--- config.mk ---
export PLATFORM = sky130hd
export DESIGN_NAME = wifi_mcs_rate_calculator_top
export DESIGN_NICKNAME = d
export VERILOG_FILES = /design/src/hdl/wmrc_pkg.sv /design/src/hdl/wifi_mcs_rate_calculator_top.sv
export SDC_FILE = /design/constraint.sdc
export NUM_CORES = 2
export LEC_CHECK = 0
export BUFFER_PORTS_ARGS = -buffer_cell sky130_fd_sc_hd__buf_2
export CAP_MARGIN = 15
export CORE_MARGIN = 1
export CORE_UTILIZATION = 30
export DETAILED_ROUTE_END_ITERATION = 7
export GPL_TIMING_DRIVEN = 0
export PLACE_DENSITY_LB_ADDON = 0.3
export SETUP_SLACK_MARGIN = 0.5
export SLEW_MARGIN = 20
export SYNTH_ARGS = -nofsm -noshare
export SYNTH_HDL_FRONTEND = slang
export SYNTH_SLANG_ARGS = --single-unit
--- constraint.sdc ---
create_clock -name clock -period 7.3 [get_ports clock]
set_clock_uncertainty 0.1 [all_clocks]
set_input_delay 1.46 -clock clock [delete_from_list [all_inputs] [get_ports clock]]
set_output_delay 1.46 -clock clock [all_outputs]
set_load 0.005 [all_outputs]
--- src/hdl/wmrc_pkg.sv ---
// ---------------------------------------------------------------------------
// wmrc_pkg: shared types, constants and rate tables
// Class, code rate and status codes, the divider selection, the VHT/HT
// per-stream rate table and the HE per-stream rate table.
// ---------------------------------------------------------------------------
package wmrc_pkg;

   localparam int RATE_W = 33;   // data and PHY rate width
   localparam int REF_W  = 26;   // non-HT reference rate width
   localparam int PS_W   = 31;   // per-stream base rate width
   localparam int BITS_W = 4;    // bits per subcarrier width
   localparam int DEN_W  = 3;    // code rate denominator width

   localparam int HI_W = 18;     // upper half of the scaled rate
   localparam int LO_W = 18;     // lower half of the scaled rate
   localparam int Y_W  = 21;     // remainder joined with the lower half

   localparam int VHT_ENTRIES = 80;
   localparam int HE_ROWS     = 7;
   localparam int HE_MCS      = 12;

   // Multiply-and-shift reciprocals for exact floor division by 3 and 5
   localparam logic [HI_W-1:0] RECIP3_HI = 18'd174763;   // shift 19
   localparam logic [HI_W-1:0] RECIP5_HI = 18'd209716;   // shift 20
   localparam logic [21:0]     RECIP3_LO = 22'd2796203;  // shift 23
   localparam logic [21:0]     RECIP5_LO = 22'd3355444;  // shift 24

   localparam logic [PS_W-1:0] DSSS_PER_BIT    = 31'd1000000;
   localparam logic [PS_W-1:0] HR_DSSS_PER_BIT = 31'd1375000;

   typedef enum logic [2:0] {
      CLS_DSSS, CLS_HR_DSSS, CLS_OFDM, CLS_ERP_OFDM, CLS_HT, CLS_VHT, CLS_HE
   } class_type;

   typedef enum logic [2:0] {
      CR_UNDEF, CR_1_2, CR_2_3, CR_3_4, CR_5_6
   } code_rate_type;

   typedef enum logic [1:0] {
      DIV_1, DIV_2, DIV_3, DIV_5
   } div_type;

   typedef enum logic [1:0] {
      ST_OK, ST_BAD_RATE, ST_NO_ENTRY, ST_BAD_CLASS
   } status_type;

   typedef struct packed {
      logic [REF_W-1:0] ref_rate;
      logic             ref_valid;
      status_type       status;
   } side_type;

   typedef logic [PS_W-1:0] vht_rom_type [VHT_ENTRIES];
   typedef logic [PS_W-1:0] he_rom_type [HE_ROWS][HE_MCS];

   function automatic code_rate_type mcs_code_rate(input logic [3:0] m);
      code_rate_type cr;
      case (m)
         4'd0, 4'd1, 4'd3:                cr = CR_1_2;
         4'd5:                            cr = CR_2_3;
         4'd2, 4'd4, 4'd6, 4'd8, 4'd10:   cr = CR_3_4;
         4'd7, 4'd9, 4'd11:               cr = CR_5_6;
         default:                         cr = CR_UNDEF;
      endcase
      return cr;
   endfunction

   function automatic logic [BITS_W-1:0] mcs_bits(input logic [3:0] m);
      logic [BITS_W-1:0] b;
      case (m)
         4'd0:               b = 4'd1;
         4'd1, 4'd2:         b = 4'd2;
         4'd3, 4'd4:         b = 4'd4;
         4'd5, 4'd6, 4'd7:   b = 4'd6;
         4'd8, 4'd9:         b = 4'd8;
         4'd10, 4'd11:       b = 4'd10;
         default:            b = 4'd0;
      endcase
      return b;
   endfunction

   function automatic logic [DEN_W-1:0] cr_num(input code_rate_type cr);
      logic [DEN_W-1:0] n;
      case (cr)
         CR_1_2:  n = 3'd1;
         CR_2_3:  n = 3'd2;
         CR_3_4:  n = 3'd3;
         CR_5_6:  n = 3'd5;
         default: n = 3'd0;
      endcase
      return n;
   endfunction

   function automatic logic [DEN_W-1:0] cr_den(input code_rate_type cr);
      logic [DEN_W-1:0] d;
      case (cr)
         CR_1_2:  d = 3'd2;
         CR_2_3:  d = 3'd3;
         CR_3_4:  d = 3'd4;
         CR_5_6:  d = 3'd6;
         default: d = 3'd1;
      endcase
      return d;
   endfunction

   function automatic div_type cr_div(input code_rate_type cr);
      div_type dv;
      case (cr)
         CR_2_3:  dv = DIV_2;
         CR_3_4:  dv = DIV_3;
         CR_5_6:  dv = DIV_5;
         default: dv = DIV_1;
      endcase
      return dv;
   endfunction

   // OFDM rate per coded bit at 20 MHz (48 subcarriers, 4 us symbol)
   function automatic logic [PS_W-1:0] ofdm_per_bit(input code_rate_type cr);
      logic [PS_W-1:0] k;
      case (cr)
         CR_1_2:  k = 31'd6000000;
         CR_2_3:  k = 31'd8000000;
         CR_3_4:  k = 31'd9000000;
         default: k = '0;
      endcase
      return k;
   endfunction

   function automatic logic [REF_W-1:0] ref_rate(input logic [BITS_W-1:0] bits,
                                                 input code_rate_type cr);
      logic [REF_W-1:0] r;
      case (bits)
         4'd1:    r = (cr == CR_1_2) ? 26'd6000000  : 26'd9000000;
         4'd2:    r = (cr == CR_1_2) ? 26'd12000000 : 26'd18000000;
         4'd4:    r = (cr == CR_1_2) ? 26'd24000000 : 26'd36000000;
         4'd6:    r = (cr == CR_1_2 || cr == CR_2_3) ? 26'd48000000 : 26'd54000000;
         default: r = 26'd54000000;
      endcase
      return r;
   endfunction

   // Index of the highest set bit; 0 and 1 give 0
   function automatic logic [BITS_W-1:0] floor_log2(input logic [8:0] v);
      logic [BITS_W-1:0] n;
      n = '0;
      for (int i = 1; i < 9; i++) begin
         if (v[i]) n = BITS_W'(i);
      end
      return n;
   endfunction

   // Exact ceiling of subcarriers * bits * code rate * symbol rate
   function automatic vht_rom_type build_vht_rom();
      vht_rom_type   rom;
      longint        nsc;
      longint        num;
      longint        r;
      code_rate_type cr;
      for (int m = 0; m < 10; m++) begin
         for (int n = 0; n < 4; n++) begin
            for (int s = 0; s < 2; s++) begin
               case (n)
                  1:       nsc = 108;
                  2:       nsc = 234;
                  3:       nsc = 468;
                  default: nsc = 52;
               endcase
               cr  = mcs_code_rate(4'(m));
               num = nsc * longint'(mcs_bits(4'(m))) * longint'(cr_num(cr));
               case (cr)
                  CR_1_2:  r = (s != 0) ? (num * 10000000 + 71) / 72
                                        : (num * 250000 + 1) / 2;
                  CR_2_3:  r = (s != 0) ? (num * 10000000 + 107) / 108
                                        : (num * 250000 + 2) / 3;
                  CR_3_4:  r = (s != 0) ? (num * 10000000 + 143) / 144
                                        : (num * 250000 + 3) / 4;
                  CR_5_6:  r = (s != 0) ? (num * 10000000 + 215) / 216
                                        : (num * 250000 + 5) / 6;
                  default: r = 0;
               endcase
               rom[m * 8 + n * 2 + s] = PS_W'(r);
            end
         end
      end
      return rom;
   endfunction

   localparam vht_rom_type VHT_ROM = build_vht_rom();

   // Rows: 26, 52, 106, 242, 484, 996 and 2x996 tones; zero marks no entry
   localparam he_rom_type HE_ROM = '{
      '{31'd900000, 31'd1800000, 31'd2600000, 31'd3500000, 31'd5300000,
        31'd7100000, 31'd7900000, 31'd8800000, 31'd10600000, 31'd11800000,
        31'd0, 31'd0},
      '{31'd1800000, 31'd3500000, 31'd5300000, 31'd7100000, 31'd10600000,
        31'd14100000, 31'd15900000, 31'd17600000, 31'd21200000, 31'd23500000,
        31'd0, 31'd0},
      '{31'd3800000, 31'd7500000, 31'd11300000, 31'd15000000, 31'd22500000,
        31'd30000000, 31'd33800000, 31'd37500000, 31'd45000000, 31'd50000000,
        31'd0, 31'd0},
      '{31'd8600000, 31'd17200000, 31'd25800000, 31'd34400000, 31'd51600000,
        31'd68800000, 31'd77400000, 31'd86000000, 31'd103200000, 31'd114700000,
        31'd129000000, 31'd143400000},
      '{31'd17200000, 31'd34400000, 31'd51600000, 31'd68800000, 31'd103200000,
        31'd137600000, 31'd154900000, 31'd172100000, 31'd206500000, 31'd229400000,
        31'd258100000, 31'd286800000},
      '{31'd36000000, 31'd72100000, 31'd108100000, 31'd144100000, 31'd216200000,
        31'd288200000, 31'd324300000, 31'd360300000, 31'd432400000, 31'd480400000,
        31'd540400000, 31'd600400000},
      '{31'd72100000, 31'd144100000, 31'd216200000, 31'd288200000, 31'd432400000,
        31'd576500000, 31'd648500000, 31'd720600000, 31'd864700000, 31'd960700000,
        31'd1080900000, 31'd1201000000}
   };

   function automatic logic [PS_W-1:0] he_rate(input logic [2:0] row,
                                               input logic [3:0] mcs);
      logic [PS_W-1:0] r;
      r = '0;
      if (row < 3'd7 && mcs < 4'd12) r = HE_ROM[row][mcs];
      return r;
   endfunction

endpackage

--- src/hdl/wifi_mcs_rate_calculator_top.sv ---
// ---------------------------------------------------------------------------
// wifi_mcs_rate_calculator_top: 802.11 data, PHY and reference rate lookup
// Six-stage pipeline from one rate request to one rate result.
// ---------------------------------------------------------------------------
// Usage:
//   req_* carries one rate request per item: modulation class in tuser, the
//   MCS, legacy code rate and constellation, width code, guard interval and
//   stream count in tdata. rsp_* returns exactly one result per request, in
//   request order: data rate, PHY rate and reference rate in tdata, status
//   and reference valid flag in tuser.
// Depth: 6 register stages; rsp_tvalid is the valid bit of the last stage.
// Throughput: one item per cycle while rsp_tready is high; each stage holds
//   its own valid bit, so bubbles collapse and a new item enters whenever
//   the first stage is free.
// Stages: decode and table lookup, rate times the bits-and-streams factor, scale by
//   the code rate denominator, then a two-step divide by the numerator
//   (upper half, then remainder joined with the lower half).
// Reset: all valid bits clear; the pipeline comes up empty.
// Stall: when rsp_tready is low the last stage holds its item; earlier
//   stages keep filling until the pipeline is full, then req_tready drops.
// ---------------------------------------------------------------------------
module wifi_mcs_rate_calculator_top #(
   parameter int MAX_STREAMS = 4
) (
   input  logic        clock,
   input  logic        reset,
   input  logic        req_tvalid,
   output logic        req_tready,
   // [4:0] mcs_index, [7:5] legacy_code_rate, [16:8] legacy_constellation,
   // [24:17] width_code, [25] short_gi, [28:26] stream_count
   input  logic [31:0] req_tdata,
   // [2:0] mod_class
   input  logic [2:0]  req_tuser,
   output logic        rsp_tvalid,
   input  logic        rsp_tready,
   // [32:0] data_rate, [65:33] phy_rate, [91:66] reference_rate
   output logic [95:0] rsp_tdata,
   // [1:0] status, [2] reference_valid
   output logic [2:0]  rsp_tuser
);

   localparam int NSS_W  = $clog2(MAX_STREAMS + 1);
   localparam int F_W    = wmrc_pkg::BITS_W + NSS_W;
   localparam int PROD_W = wmrc_pkg::PS_W + F_W;
   localparam int X_W    = wmrc_pkg::HI_W + wmrc_pkg::LO_W;

   // ---------------- request fields
   wmrc_pkg::class_type cls;
   logic [4:0]          mcs;
   logic [2:0]          lcr_raw;
   logic [8:0]          lcon;
   logic [7:0]          width;
   logic                sgi;
   logic [2:0]          nss_raw;

   assign cls     = wmrc_pkg::class_type'(req_tuser);
   assign mcs     = req_tdata[4:0];
   assign lcr_raw = req_tdata[7:5];
   assign lcon    = req_tdata[16:8];
   assign width   = req_tdata[24:17];
   assign sgi     = req_tdata[25];
   assign nss_raw = req_tdata[28:26];

   // ---------------- stage enables
   logic s1_valid_ff, s2_valid_ff, s3_valid_ff, s4_valid_ff, s5_valid_ff, s6_valid_ff;
   logic en1, en2, en3, en4, en5, en6;

   assign en6 = !s6_valid_ff || rsp_tready;
   assign en5 = !s5_valid_ff || en6;
   assign en4 = !s4_valid_ff || en5;
   assign en3 = !s3_valid_ff || en4;
   assign en2 = !s2_valid_ff || en3;
   assign en1 = !s1_valid_ff || en2;
   assign req_tready = en1;

   always_ff @(posedge clock) begin
      if (reset) begin
         s1_valid_ff <= 1'b0;
         s2_valid_ff <= 1'b0;
         s3_valid_ff <= 1'b0;
         s4_valid_ff <= 1'b0;
         s5_valid_ff <= 1'b0;
         s6_valid_ff <= 1'b0;
      end else begin
         if (en1) s1_valid_ff <= req_tvalid;
         if (en2) s2_valid_ff <= s1_valid_ff;
         if (en3) s3_valid_ff <= s2_valid_ff;
         if (en4) s4_valid_ff <= s3_valid_ff;
         if (en5) s5_valid_ff <= s4_valid_ff;
         if (en6) s6_valid_ff <= s5_valid_ff;
      end
   end

   // ---------------- stage 1: decode and table lookup
   wmrc_pkg::code_rate_type     lcr;
   wmrc_pkg::code_rate_type     cr;
   logic [wmrc_pkg::BITS_W-1:0] bits_leg;
   logic [wmrc_pkg::BITS_W-1:0] bits_mul;
   logic [NSS_W-1:0]            nss_sat;
   logic [3:0]                  nss_ext;
   logic [4:0]                  m_vht;
   logic [1:0]                  nsc_sel;
   logic [1:0]                  sym_shift;
   logic [2:0]                  he_row;
   logic                        he_row_ok;
   logic [wmrc_pkg::PS_W-1:0]   he_val;
   logic [wmrc_pkg::PS_W-1:0]   s1_rate_in;
   logic [F_W-1:0]              s1_factor_in;
   wmrc_pkg::side_type          s1_side_in;

   logic [wmrc_pkg::PS_W-1:0]   s1_rate_ff;
   logic [F_W-1:0]              s1_factor_ff;
   wmrc_pkg::div_type           s1_div_ff;
   logic [wmrc_pkg::DEN_W-1:0]  s1_den_ff;
   wmrc_pkg::side_type          s1_side_ff;

   always_comb begin
      lcr = (lcr_raw > 3'd4) ? wmrc_pkg::CR_UNDEF : wmrc_pkg::code_rate_type'(lcr_raw);
      bits_leg = wmrc_pkg::floor_log2(lcon);
      nss_ext = {1'b0, nss_raw};
      nss_sat = (nss_ext > 4'(MAX_STREAMS)) ? NSS_W'(MAX_STREAMS) : NSS_W'(nss_ext);
      m_vht = (cls == wmrc_pkg::CLS_HT) ? {2'b00, mcs[2:0]} : mcs;

      case (width)
         8'd40:   nsc_sel = 2'd1;
         8'd80:   nsc_sel = 2'd2;
         8'd160:  nsc_sel = 2'd3;
         default: nsc_sel = 2'd0;
      endcase

      case (width)
         8'd10:   sym_shift = 2'd1;
         8'd5:    sym_shift = 2'd2;
         default: sym_shift = 2'd0;
      endcase

      he_row_ok = 1'b1;
      case (width)
         8'd2:    he_row = 3'd0;
         8'd4:    he_row = 3'd1;
         8'd8:    he_row = 3'd2;
         8'd20:   he_row = 3'd3;
         8'd40:   he_row = 3'd4;
         8'd80:   he_row = 3'd5;
         8'd160:  he_row = 3'd6;
         default: begin
            he_row    = 3'd7;
            he_row_ok = 1'b0;
         end
      endcase
      he_val = wmrc_pkg::he_rate(he_row, mcs[3:0]);

      s1_rate_in = '0;
      bits_mul   = 4'd1;
      cr         = wmrc_pkg::CR_UNDEF;
      s1_side_in = '{ref_rate: '0, ref_valid: 1'b0, status: wmrc_pkg::ST_OK};

      case (cls)
         wmrc_pkg::CLS_DSSS, wmrc_pkg::CLS_HR_DSSS: begin
            s1_rate_in = (cls == wmrc_pkg::CLS_DSSS) ? wmrc_pkg::DSSS_PER_BIT
                                                     : wmrc_pkg::HR_DSSS_PER_BIT;
            bits_mul = bits_leg;
            cr       = lcr;
         end
         wmrc_pkg::CLS_OFDM, wmrc_pkg::CLS_ERP_OFDM: begin
            if (lcr == wmrc_pkg::CR_UNDEF || lcr == wmrc_pkg::CR_5_6) begin
               s1_side_in.status = wmrc_pkg::ST_BAD_RATE;
            end else begin
               s1_rate_in = wmrc_pkg::ofdm_per_bit(lcr) >> sym_shift;
               bits_mul   = bits_leg;
               cr         = lcr;
            end
         end
         wmrc_pkg::CLS_HT, wmrc_pkg::CLS_VHT: begin
            if (m_vht > 5'd9) begin
               s1_side_in.status = wmrc_pkg::ST_BAD_RATE;
            end else begin
               s1_rate_in = wmrc_pkg::VHT_ROM[{m_vht[3:0], nsc_sel, sgi}];
               cr         = wmrc_pkg::mcs_code_rate(m_vht[3:0]);
               s1_side_in.ref_rate  = wmrc_pkg::ref_rate(wmrc_pkg::mcs_bits(m_vht[3:0]), cr);
               s1_side_in.ref_valid = 1'b1;
            end
         end
         wmrc_pkg::CLS_HE: begin
            if (mcs > 5'd11) begin
               s1_side_in.status = wmrc_pkg::ST_BAD_RATE;
            end else if (!he_row_ok || he_val == '0) begin
               s1_side_in.status = wmrc_pkg::ST_NO_ENTRY;
            end else begin
               s1_rate_in = he_val;
               cr         = wmrc_pkg::mcs_code_rate(mcs[3:0]);
            end
         end
         default: begin
            s1_side_in.status = wmrc_pkg::ST_BAD_CLASS;
         end
      endcase

      s1_factor_in = F_W'(bits_mul) * F_W'(nss_sat);
   end

   always_ff @(posedge clock) begin
      if (en1) begin
         s1_rate_ff   <= s1_rate_in;
         s1_factor_ff <= s1_factor_in;
         s1_div_ff    <= wmrc_pkg::cr_div(cr);
         s1_den_ff    <= wmrc_pkg::cr_den(cr);
         s1_side_ff   <= s1_side_in;
      end
   end

   // ---------------- stage 2: rate times the bits-and-streams factor, wrap to 33 bits
   logic [PROD_W-1:0]           s2_prod;
   logic [wmrc_pkg::RATE_W-1:0] s2_rate_ff;
   wmrc_pkg::div_type           s2_div_ff;
   logic [wmrc_pkg::DEN_W-1:0]  s2_den_ff;
   wmrc_pkg::side_type          s2_side_ff;

   assign s2_prod = PROD_W'(s1_rate_ff) * PROD_W'(s1_factor_ff);

   always_ff @(posedge clock) begin
      if (en2) begin
         s2_rate_ff <= s2_prod[wmrc_pkg::RATE_W-1:0];
         s2_div_ff  <= s1_div_ff;
         s2_den_ff  <= s1_den_ff;
         s2_side_ff <= s1_side_ff;
      end
   end

   // ---------------- stage 3: scale by the code rate denominator
   logic [X_W-1:0]              s3_x_in;
   logic [X_W-1:0]              s3_x_ff;
   logic [wmrc_pkg::RATE_W-1:0] s3_rate_ff;
   wmrc_pkg::div_type           s3_div_ff;
   wmrc_pkg::side_type          s3_side_ff;

   assign s3_x_in = X_W'(s2_rate_ff) * X_W'(s2_den_ff);

   always_ff @(posedge clock) begin
      if (en3) begin
         s3_x_ff    <= s3_x_in;
         s3_rate_ff <= s2_rate_ff;
         s3_div_ff  <= s2_div_ff;
         s3_side_ff <= s2_side_ff;
      end
   end

   // ---------------- stage 4: divide the upper half by the numerator
   logic [wmrc_pkg::HI_W-1:0]   s4_xh;
   logic [2*wmrc_pkg::HI_W-1:0] s4_p3;
   logic [2*wmrc_pkg::HI_W-1:0] s4_p5;
   logic [wmrc_pkg::HI_W-1:0]   s4_qh_in;
   logic [wmrc_pkg::HI_W-1:0]   s4_qh_ff;
   logic [wmrc_pkg::HI_W-1:0]   s4_xh_ff;
   logic [wmrc_pkg::LO_W-1:0]   s4_xl_ff;
   logic [wmrc_pkg::RATE_W-1:0] s4_rate_ff;
   wmrc_pkg::div_type           s4_div_ff;
   wmrc_pkg::side_type          s4_side_ff;

   assign s4_xh = s3_x_ff[X_W-1:wmrc_pkg::LO_W];
   assign s4_p3 = {{wmrc_pkg::HI_W{1'b0}}, s4_xh} * {{wmrc_pkg::HI_W{1'b0}}, wmrc_pkg::RECIP3_HI};
   assign s4_p5 = {{wmrc_pkg::HI_W{1'b0}}, s4_xh} * {{wmrc_pkg::HI_W{1'b0}}, wmrc_pkg::RECIP5_HI};

   always_comb begin
      case (s3_div_ff)
         wmrc_pkg::DIV_2: s4_qh_in = {1'b0, s4_xh[wmrc_pkg::HI_W-1:1]};
         wmrc_pkg::DIV_3: s4_qh_in = {1'b0, s4_p3[35:19]};
         wmrc_pkg::DIV_5: s4_qh_in = {2'b00, s4_p5[35:20]};
         default:         s4_qh_in = s4_xh;
      endcase
   end

   always_ff @(posedge clock) begin
      if (en4) begin
         s4_qh_ff   <= s4_qh_in;
         s4_xh_ff   <= s4_xh;
         s4_xl_ff   <= s3_x_ff[wmrc_pkg::LO_W-1:0];
         s4_rate_ff <= s3_rate_ff;
         s4_div_ff  <= s3_div_ff;
         s4_side_ff <= s3_side_ff;
      end
   end

   // ---------------- stage 5: upper remainder, joined with the lower half
   logic [wmrc_pkg::HI_W-1:0]   s5_qn;
   logic [wmrc_pkg::HI_W-1:0]   s5_rem;
   logic [wmrc_pkg::Y_W-1:0]    s5_y_ff;
   logic [wmrc_pkg::HI_W-1:0]   s5_qh_ff;
   logic [wmrc_pkg::RATE_W-1:0] s5_rate_ff;
   wmrc_pkg::div_type           s5_div_ff;
   wmrc_pkg::side_type          s5_side_ff;

   always_comb begin
      case (s4_div_ff)
         wmrc_pkg::DIV_2: s5_qn = s4_qh_ff << 1;
         wmrc_pkg::DIV_3: s5_qn = (s4_qh_ff << 1) + s4_qh_ff;
         wmrc_pkg::DIV_5: s5_qn = (s4_qh_ff << 2) + s4_qh_ff;
         default:         s5_qn = s4_qh_ff;
      endcase
      s5_rem = s4_xh_ff - s5_qn;
   end

   always_ff @(posedge clock) begin
      if (en5) begin
         s5_y_ff    <= {s5_rem[2:0], s4_xl_ff};
         s5_qh_ff   <= s4_qh_ff;
         s5_rate_ff <= s4_rate_ff;
         s5_div_ff  <= s4_div_ff;
         s5_side_ff <= s4_side_ff;
      end
   end

   // ---------------- stage 6: divide the lower part, assemble the result
   logic [42:0]                 s6_p3;
   logic [42:0]                 s6_p5;
   logic [wmrc_pkg::LO_W-1:0]   s6_ql;
   logic [X_W-1:0]              s6_phy_full;
   logic [wmrc_pkg::RATE_W-1:0] s6_rate_ff;
   logic [wmrc_pkg::RATE_W-1:0] s6_phy_ff;
   wmrc_pkg::side_type          s6_side_ff;

   assign s6_p3 = {22'b0, s5_y_ff} * {21'b0, wmrc_pkg::RECIP3_LO};
   assign s6_p5 = {22'b0, s5_y_ff} * {21'b0, wmrc_pkg::RECIP5_LO};

   always_comb begin
      case (s5_div_ff)
         wmrc_pkg::DIV_2: s6_ql = s5_y_ff[wmrc_pkg::LO_W:1];
         wmrc_pkg::DIV_3: s6_ql = s6_p3[40:23];
         wmrc_pkg::DIV_5: s6_ql = s6_p5[41:24];
         default:         s6_ql = s5_y_ff[wmrc_pkg::LO_W-1:0];
      endcase
      s6_phy_full = {s5_qh_ff, s6_ql};
   end

   always_ff @(posedge clock) begin
      if (en6) begin
         s6_rate_ff <= s5_rate_ff;
         s6_phy_ff  <= s6_phy_full[wmrc_pkg::RATE_W-1:0];
         s6_side_ff <= s5_side_ff;
      end
   end

   assign rsp_tvalid = s6_valid_ff;
   assign rsp_tdata  = {4'b0000, s6_side_ff.ref_rate, s6_phy_ff, s6_rate_ff};
   assign rsp_tuser  = {s6_side_ff.ref_valid, s6_side_ff.status};

endmodule

# Word level (Yosys, flattened, before mapping)
# Memories as Yosys holds them, arrays and structs flattened.
# Index checks and enable logic that the tools add are counted.
[totals]
register_bits = 540
mem_bits_ro = 7104
input_bits = 39
output_inout_bits = 101
elab_cells = 196
mem_count = 5
[classes]
n_addsub = 3
multipliers = 7
order_cmp = 9
n_eq_ne = 38
n_shift = 1
mux = 59
n_bitwise = 4
reduce_logical = 25
[mem_list]
columns = ["memory", "words", "width", "rd", "rd_clocked_by_memory_dff", "write_ports", "line_no", "text"]
rows = [
  ["(name not given)", 128, 31, 1, 0, 0, "wifi_mcs_rate_calculator_top.sv:178", "s1_rate_in = wmrc_pkg::VHT_ROM[{m_vht[3:0], nsc_sel, sgi}];"],
  ["(name not given)", 8, 372, 1, 0, 0, "wmrc_pkg.sv:219", "if (row < 3'd7 && mcs < 4'd12) r = HE_ROM[row][mcs];"],
  ["(name not given)", 16, 4, 1, 0, 0, "wmrc_pkg.sv:70", "case (m)"],
  ["(name not given)", 16, 3, 1, 0, 0, "wmrc_pkg.sv:58", "case (m)"],
  ["(name not given)", 16, 3, 1, 0, 0, "wmrc_pkg.sv:58", ""],
]
[op_table]
columns = ["operator", "count"]
rows = [
  ["372-bit 2-to-1 mux", 2],
  ["31-bit 2-to-1 mux", 11],
  ["31-bit binary-select mux with 4-bit select", 1],
  ["31-bit case mux with 4 select lines", 1],
  ["26-bit case mux with 4 select lines", 1],
  ["24-bit case mux with 3 select lines", 1],
  ["18-bit case mux with 3 select lines", 1],
  ["25-bit 2-to-1 mux", 2],
  ["15-bit case mux with 3 select lines", 1],
  ["21-bit by 22-bit multiplier with 41-bit output (second input constant)", 1],
  ["21-bit by 20-bit multiplier with 40-bit output (second input constant)", 1],
  ["4-bit 2-to-1 mux", 10],
  ["33-bit by 3-bit multiplier with 36-bit output", 1],
  ["18-bit by 18-bit multiplier with 34-bit output (second input constant)", 1],
  ["18-bit by 16-bit multiplier with 33-bit output (second input constant)", 1],
  ["31-bit by 7-bit multiplier with 33-bit output", 1],
  ["31-bit logical NOT", 1],
  ["31-bit by 2-bit >> shifter with 31-bit output", 1],
  ["26-bit 2-to-1 mux", 1],
  ["24-bit 2-to-1 mux", 1],
  ["3-bit 2-to-1 mux", 8],
  ["3-bit case mux with 4 select lines", 2],
  ["3-bit by 2-bit equality test with 1-bit output (second input constant)", 7],
  ["21-bit 2-to-1 mux", 1],
  ["43 further kinds", 87],
]

# Logic depth before layout (Yosys ltp)
[depth]
depth_word = 17
mapped_depth = 27
ltp_nobuf = 26

# Least setup slack after synthesis
# Ideal clock, no wire load.
[synth_path]
path_type = "reg-to-reg"
from = "register s5_y_ff[8] (netlist name)"
to = "register s6_phy_ff[16] (netlist name) (data pin)"
setup_time_ns = 0.274
arrival_time_ns = 7.044
slack_ns = -0.117
path_stages_with_launch = 28
synth_period_minus_slack_ns = 7.417
path_cell_list = "edfxtp_1 ha_1 inv_1 fa_1 clkbuf_1 xnor2_1 ha_1 a21o_1 inv_1 fa_1 inv_1 fa_1 inv_1 fa_1 inv_1 fa_1 ha_1 a21oi_1 o21ai_0 a221oi_1 nand2_1 o221a_2 a311oi_1 o211ai_1 a31o_2 or2_2 a311oi_1 a31oi_1"
[synth_via]
elab_chain_cells = 2
word_cells_on_any_way = 3
classes_between = "mul (2); mux (1)"
[synth_lines]
columns = ["element", "line_no", "text"]
rows = [
  ["from (decl)", "wifi_mcs_rate_calculator_top.sv:287", "logic [wmrc_pkg::Y_W-1:0] s5_y_ff;"],
  ["from (signal assigned)", "wifi_mcs_rate_calculator_top.sv:305", "s5_y_ff <= {s5_rem[2:0], s4_xl_ff};"],
  ["21-bit by 22-bit multiplier with 41-bit output / 21-bit by 20-bit multiplier with 40-bit output (equally long branches)", "wifi_mcs_rate_calculator_top.sv:322, wifi_mcs_rate_calculator_top.sv:323", ""],
  ["18-bit case mux with 3 select lines (*)", "wifi_mcs_rate_calculator_top.sv:326", "case (s5_div_ff)"],
  ["net s6_ql, one bit", "wifi_mcs_rate_calculator_top.sv:316", "logic [wmrc_pkg::LO_W-1:0] s6_ql;"],
  ["to (signal assigned)", "wifi_mcs_rate_calculator_top.sv:338", "s6_phy_ff <= s6_phy_full[wmrc_pkg::RATE_W-1:0];"],
  ["to (decl)", "wifi_mcs_rate_calculator_top.sv:319", "logic [wmrc_pkg::RATE_W-1:0] s6_phy_ff;"],
]
# The timed path passes the listed nets; every way through them passes the cells marked *.
# A chain may end at the register's enable or synchronous reset.

# Final worst setup path
[layout_path]
from = "register s5_y_ff[15] (netlist name)"
to = "register s6_phy_ff[16] (netlist name) (data pin)"
# Same word-level chain as after synthesis.

==> results.tsv <==
stage	metric	value	unit
die	num_rows	155	
place	dp_cells	7727	
sta	setup_viol	0	
logic_synthesis	async_reset_ff_share	0	%
detailed_routing	vias	40500	
layout	drive_gt1_share	11.7	%
critical_path	slowest_delay	0.54	ns
die	die_width	427	µm
global_route	grtUsageTotal	20.0	%
sta	slew_headroom	18.1	%
global_route	use_met1	26.3	%
logic_synthesis	ys_seq_area_share	26.8	%
detailed_routing	drt-initial-drc-count	3132	
global_route	overflow	0	
sta	timing.fmax	142	MHz
logic_synthesis	yosys.area_share.simple	9.14	%
sta	min_period	7.03	ns
detailed_routing	dr.pass1.iters	6	
logic_synthesis	synth.distinct_cells	106	
cts	clock_latency	0.69	ns
cts	clock_sinks	486	
logic_synthesis	synth-warning-count	0	
critical_path	path_common_cell	fa_1	
critical_path	cp-start-kind	flop	
global_route	grt_pass1_vias	41800	
global_route	antenna_found_initial	5	
logic_synthesis	netlist_area	54200	µm²
logic_synthesis	synth_top_family_by_area	adder cells	
job	max-cap-violations	0	
critical_path	crit_slowest_cell	fa_2	
critical_path	crit_type	flop to flop	
critical_path	critPathCaptureType	flop	
detailed_routing	wl_per_cell	22.8	µm
die	ios	140	
sta	fin_crit_sh	96.3	%
logic_synthesis	synth_mux_area_share	1.51	%
sta	finalSetupTns	0	ns
layout	fin_cells	8004	
worst_hold_path	holdCritPathClass	flop to flop	
detailed_routing	drtAntennaViolNets	0	
outcome	status	completed	
detailed_routing	post_drt_via_cell_ratio	5.06	
sta	drv_slew	0	
global_route	grt_pass1_wl	272000	µm
cts	cts_root_buf	clkbuf_16	
global_route	gr-usage-met3	2.36	%
logic_synthesis	ys_ff_latch	486	
logic_synthesis	synth_compound_area_share	11.0	%
cts	cts_buffer_depth	3	
cts	clk_pin_slew	0.06	ns
critical_path	cp.arrival	7.34	ns
layout	fin_nets	7005	
critical_path	reg2reg_slack	0.27	ns
sta	rsz0062_at_grt	yes	
detailed_routing	post-route-drc-count	0	
die	dieHeight	427	µm
global_route	gr-usage-met2	33.0	%
place	dp_hpwl	143000	µm
place	portBuffers	121	
cts	hold_buffers	0	
sta	max_slew.worst_pin.slew	1.23	ns
global_route	busiest_layer	met2	
place	place.gp.congestion	0.952	
global_route	grt_max_degree	65	
logic_synthesis	avgSynthCellArea	10.4	µm²
die	core	179000	µm²
cts	cts_tree	yes	
layout	fin_util	34.9	%
die	initial_core_util	30.3	%
logic_synthesis	synth-adder-area-share	40.5	%
logic_synthesis	syn_inst	5230	
logic_synthesis	synth_edf_count	480	
detailed_routing	routed_wirelength	182000	µm
logic_synthesis	synth_xor_area_share	2.54	%
cts	cts_buffers	56	
logic_synthesis	synth_flop_cell	edfxtp_1	
critical_path	required	7.61	ns
cts	h-tree-depth	2	
sta	hold_viol	0	
layout	area_growth	15.2	%
critical_path	crit_fanout	3	
die	dieArea	182000	µm²
==> area by class of cell <==
cell class | instances | area (µm²)
inverter | 1013 | 3820
timing repair buffer | 301 | 2210
multi-input combinational | 3553 | 36100
tap | 2355 | 2950
clock buffer | 67 | 1440
clock inverter | 37 | 465
antenna | 5 | 12.5
sequential | 486 | 14500
buffer | 187 | 862
fill | 18100 | 117000
==> placed cells by master (no fill, tap or decap), drive strengths merged, types with 22 or more instances in the layout <==
cell type	count
inv	1011
ha	724
fa	644
edfxtp	480
nand2	449
buf	355
a21oi	256
nor2	212
clkbuf	199
o21ai	197
xnor2	112
nor3	80
and2	77
nand3	73
o211ai	53
a21o	51
a31oi	47
xor2	45
a211oi	39
nor2b	32
o21a	32
nand2b	30
and3	30
mux4	29
clkinv	28
o21bai	25
a311oi	22
==> cell usage after synthesis, types with 47 or more instances <==
cell	instances	area share (%)
inv_1	1009	7.0
ha_1	724	17
fa_1	644	24
edfxtp_1	480	27
nand2_1	448	3.1
a21oi_1	254	2.3
nor2_1	209	1.4
o21ai_0	196	1.8
clkbuf_1	135	0.94
xnor2_1	112	1.8
nor3_1	80	0.74
and2_1	76	0.88
nand3_1	73	0.67
o211ai_1	52	0.72
a21o_1	51	0.71
a31oi_1	47	0.54
==> metrics by stage <==
stage	worst slack, ns	hold WS [ns]	instance area, µm²
after floorplan	0.511	0.300	54300
after global placement	-1.53	0.302	57800
after detailed placement	-1.39	0.305	58100
after CTS	0.154	0.268	61800
after global routing	0.0597	0.266	62400
final	0.274	0.263	62400
==> cell families after synthesis <==
group | after synthesis
simple gates | 1062
buf+inv | 1200
other cells | 1
fa+ha+maj | 1368
compound gates | 911
xor+xnor | 157
mux | 45
flops | 486
==> layer usage <==
| metal | routed length [µm] | part of all wire, % |
|---|---|---|
| met2 | 85800 | 47 |
| met3 | 9690 | 5.3 |
| met5 | 27 | 0.015 |
| met1 | 77600 | 43 |
| met4 | 9270 | 5.1 |
==> critical path, delay by kind of cell (launching register included) <==
kind	cells	cell delay, ns
compound gates	7	1.73
fa+ha+maj	8	3.60
buf+inv	7	0.46
flops	1	0.37
simple gates	3	0.48
==> flip-flops by register name, summed over array words and instances (netlist names), 21 cells and up <==
register,count
s3_x_ff,36
s2_rate_ff,33
s3_rate_ff,33
s4_rate_ff,33
s5_rate_ff,33
s6_phy_ff,33
s6_rate_ff,33
s1_rate_ff,31
s5_y_ff,21
==> what timing repair did <==
item                                    CTS  global route
buffers inserted                        136            32
endpoints found under the setup margin   67            50
resized for setup                       145            90
pin swaps                                62            53
==> path summary, 6_finish.rpt <==
check	cells after the start	endpoint	start
min	0	s5_y_ff[6]	s4_xl_ff[6]
min reg2reg	0	s5_y_ff[6]	s4_xl_ff[6]
max	25	s6_phy_ff[16]	s5_y_ff[15]
max reg2reg	25	s6_phy_ff[16]	s5_y_ff[15]
Power is not shown: default switching activity piles up to over one toggle a cycle in this logic, so the estimate is an artifact.
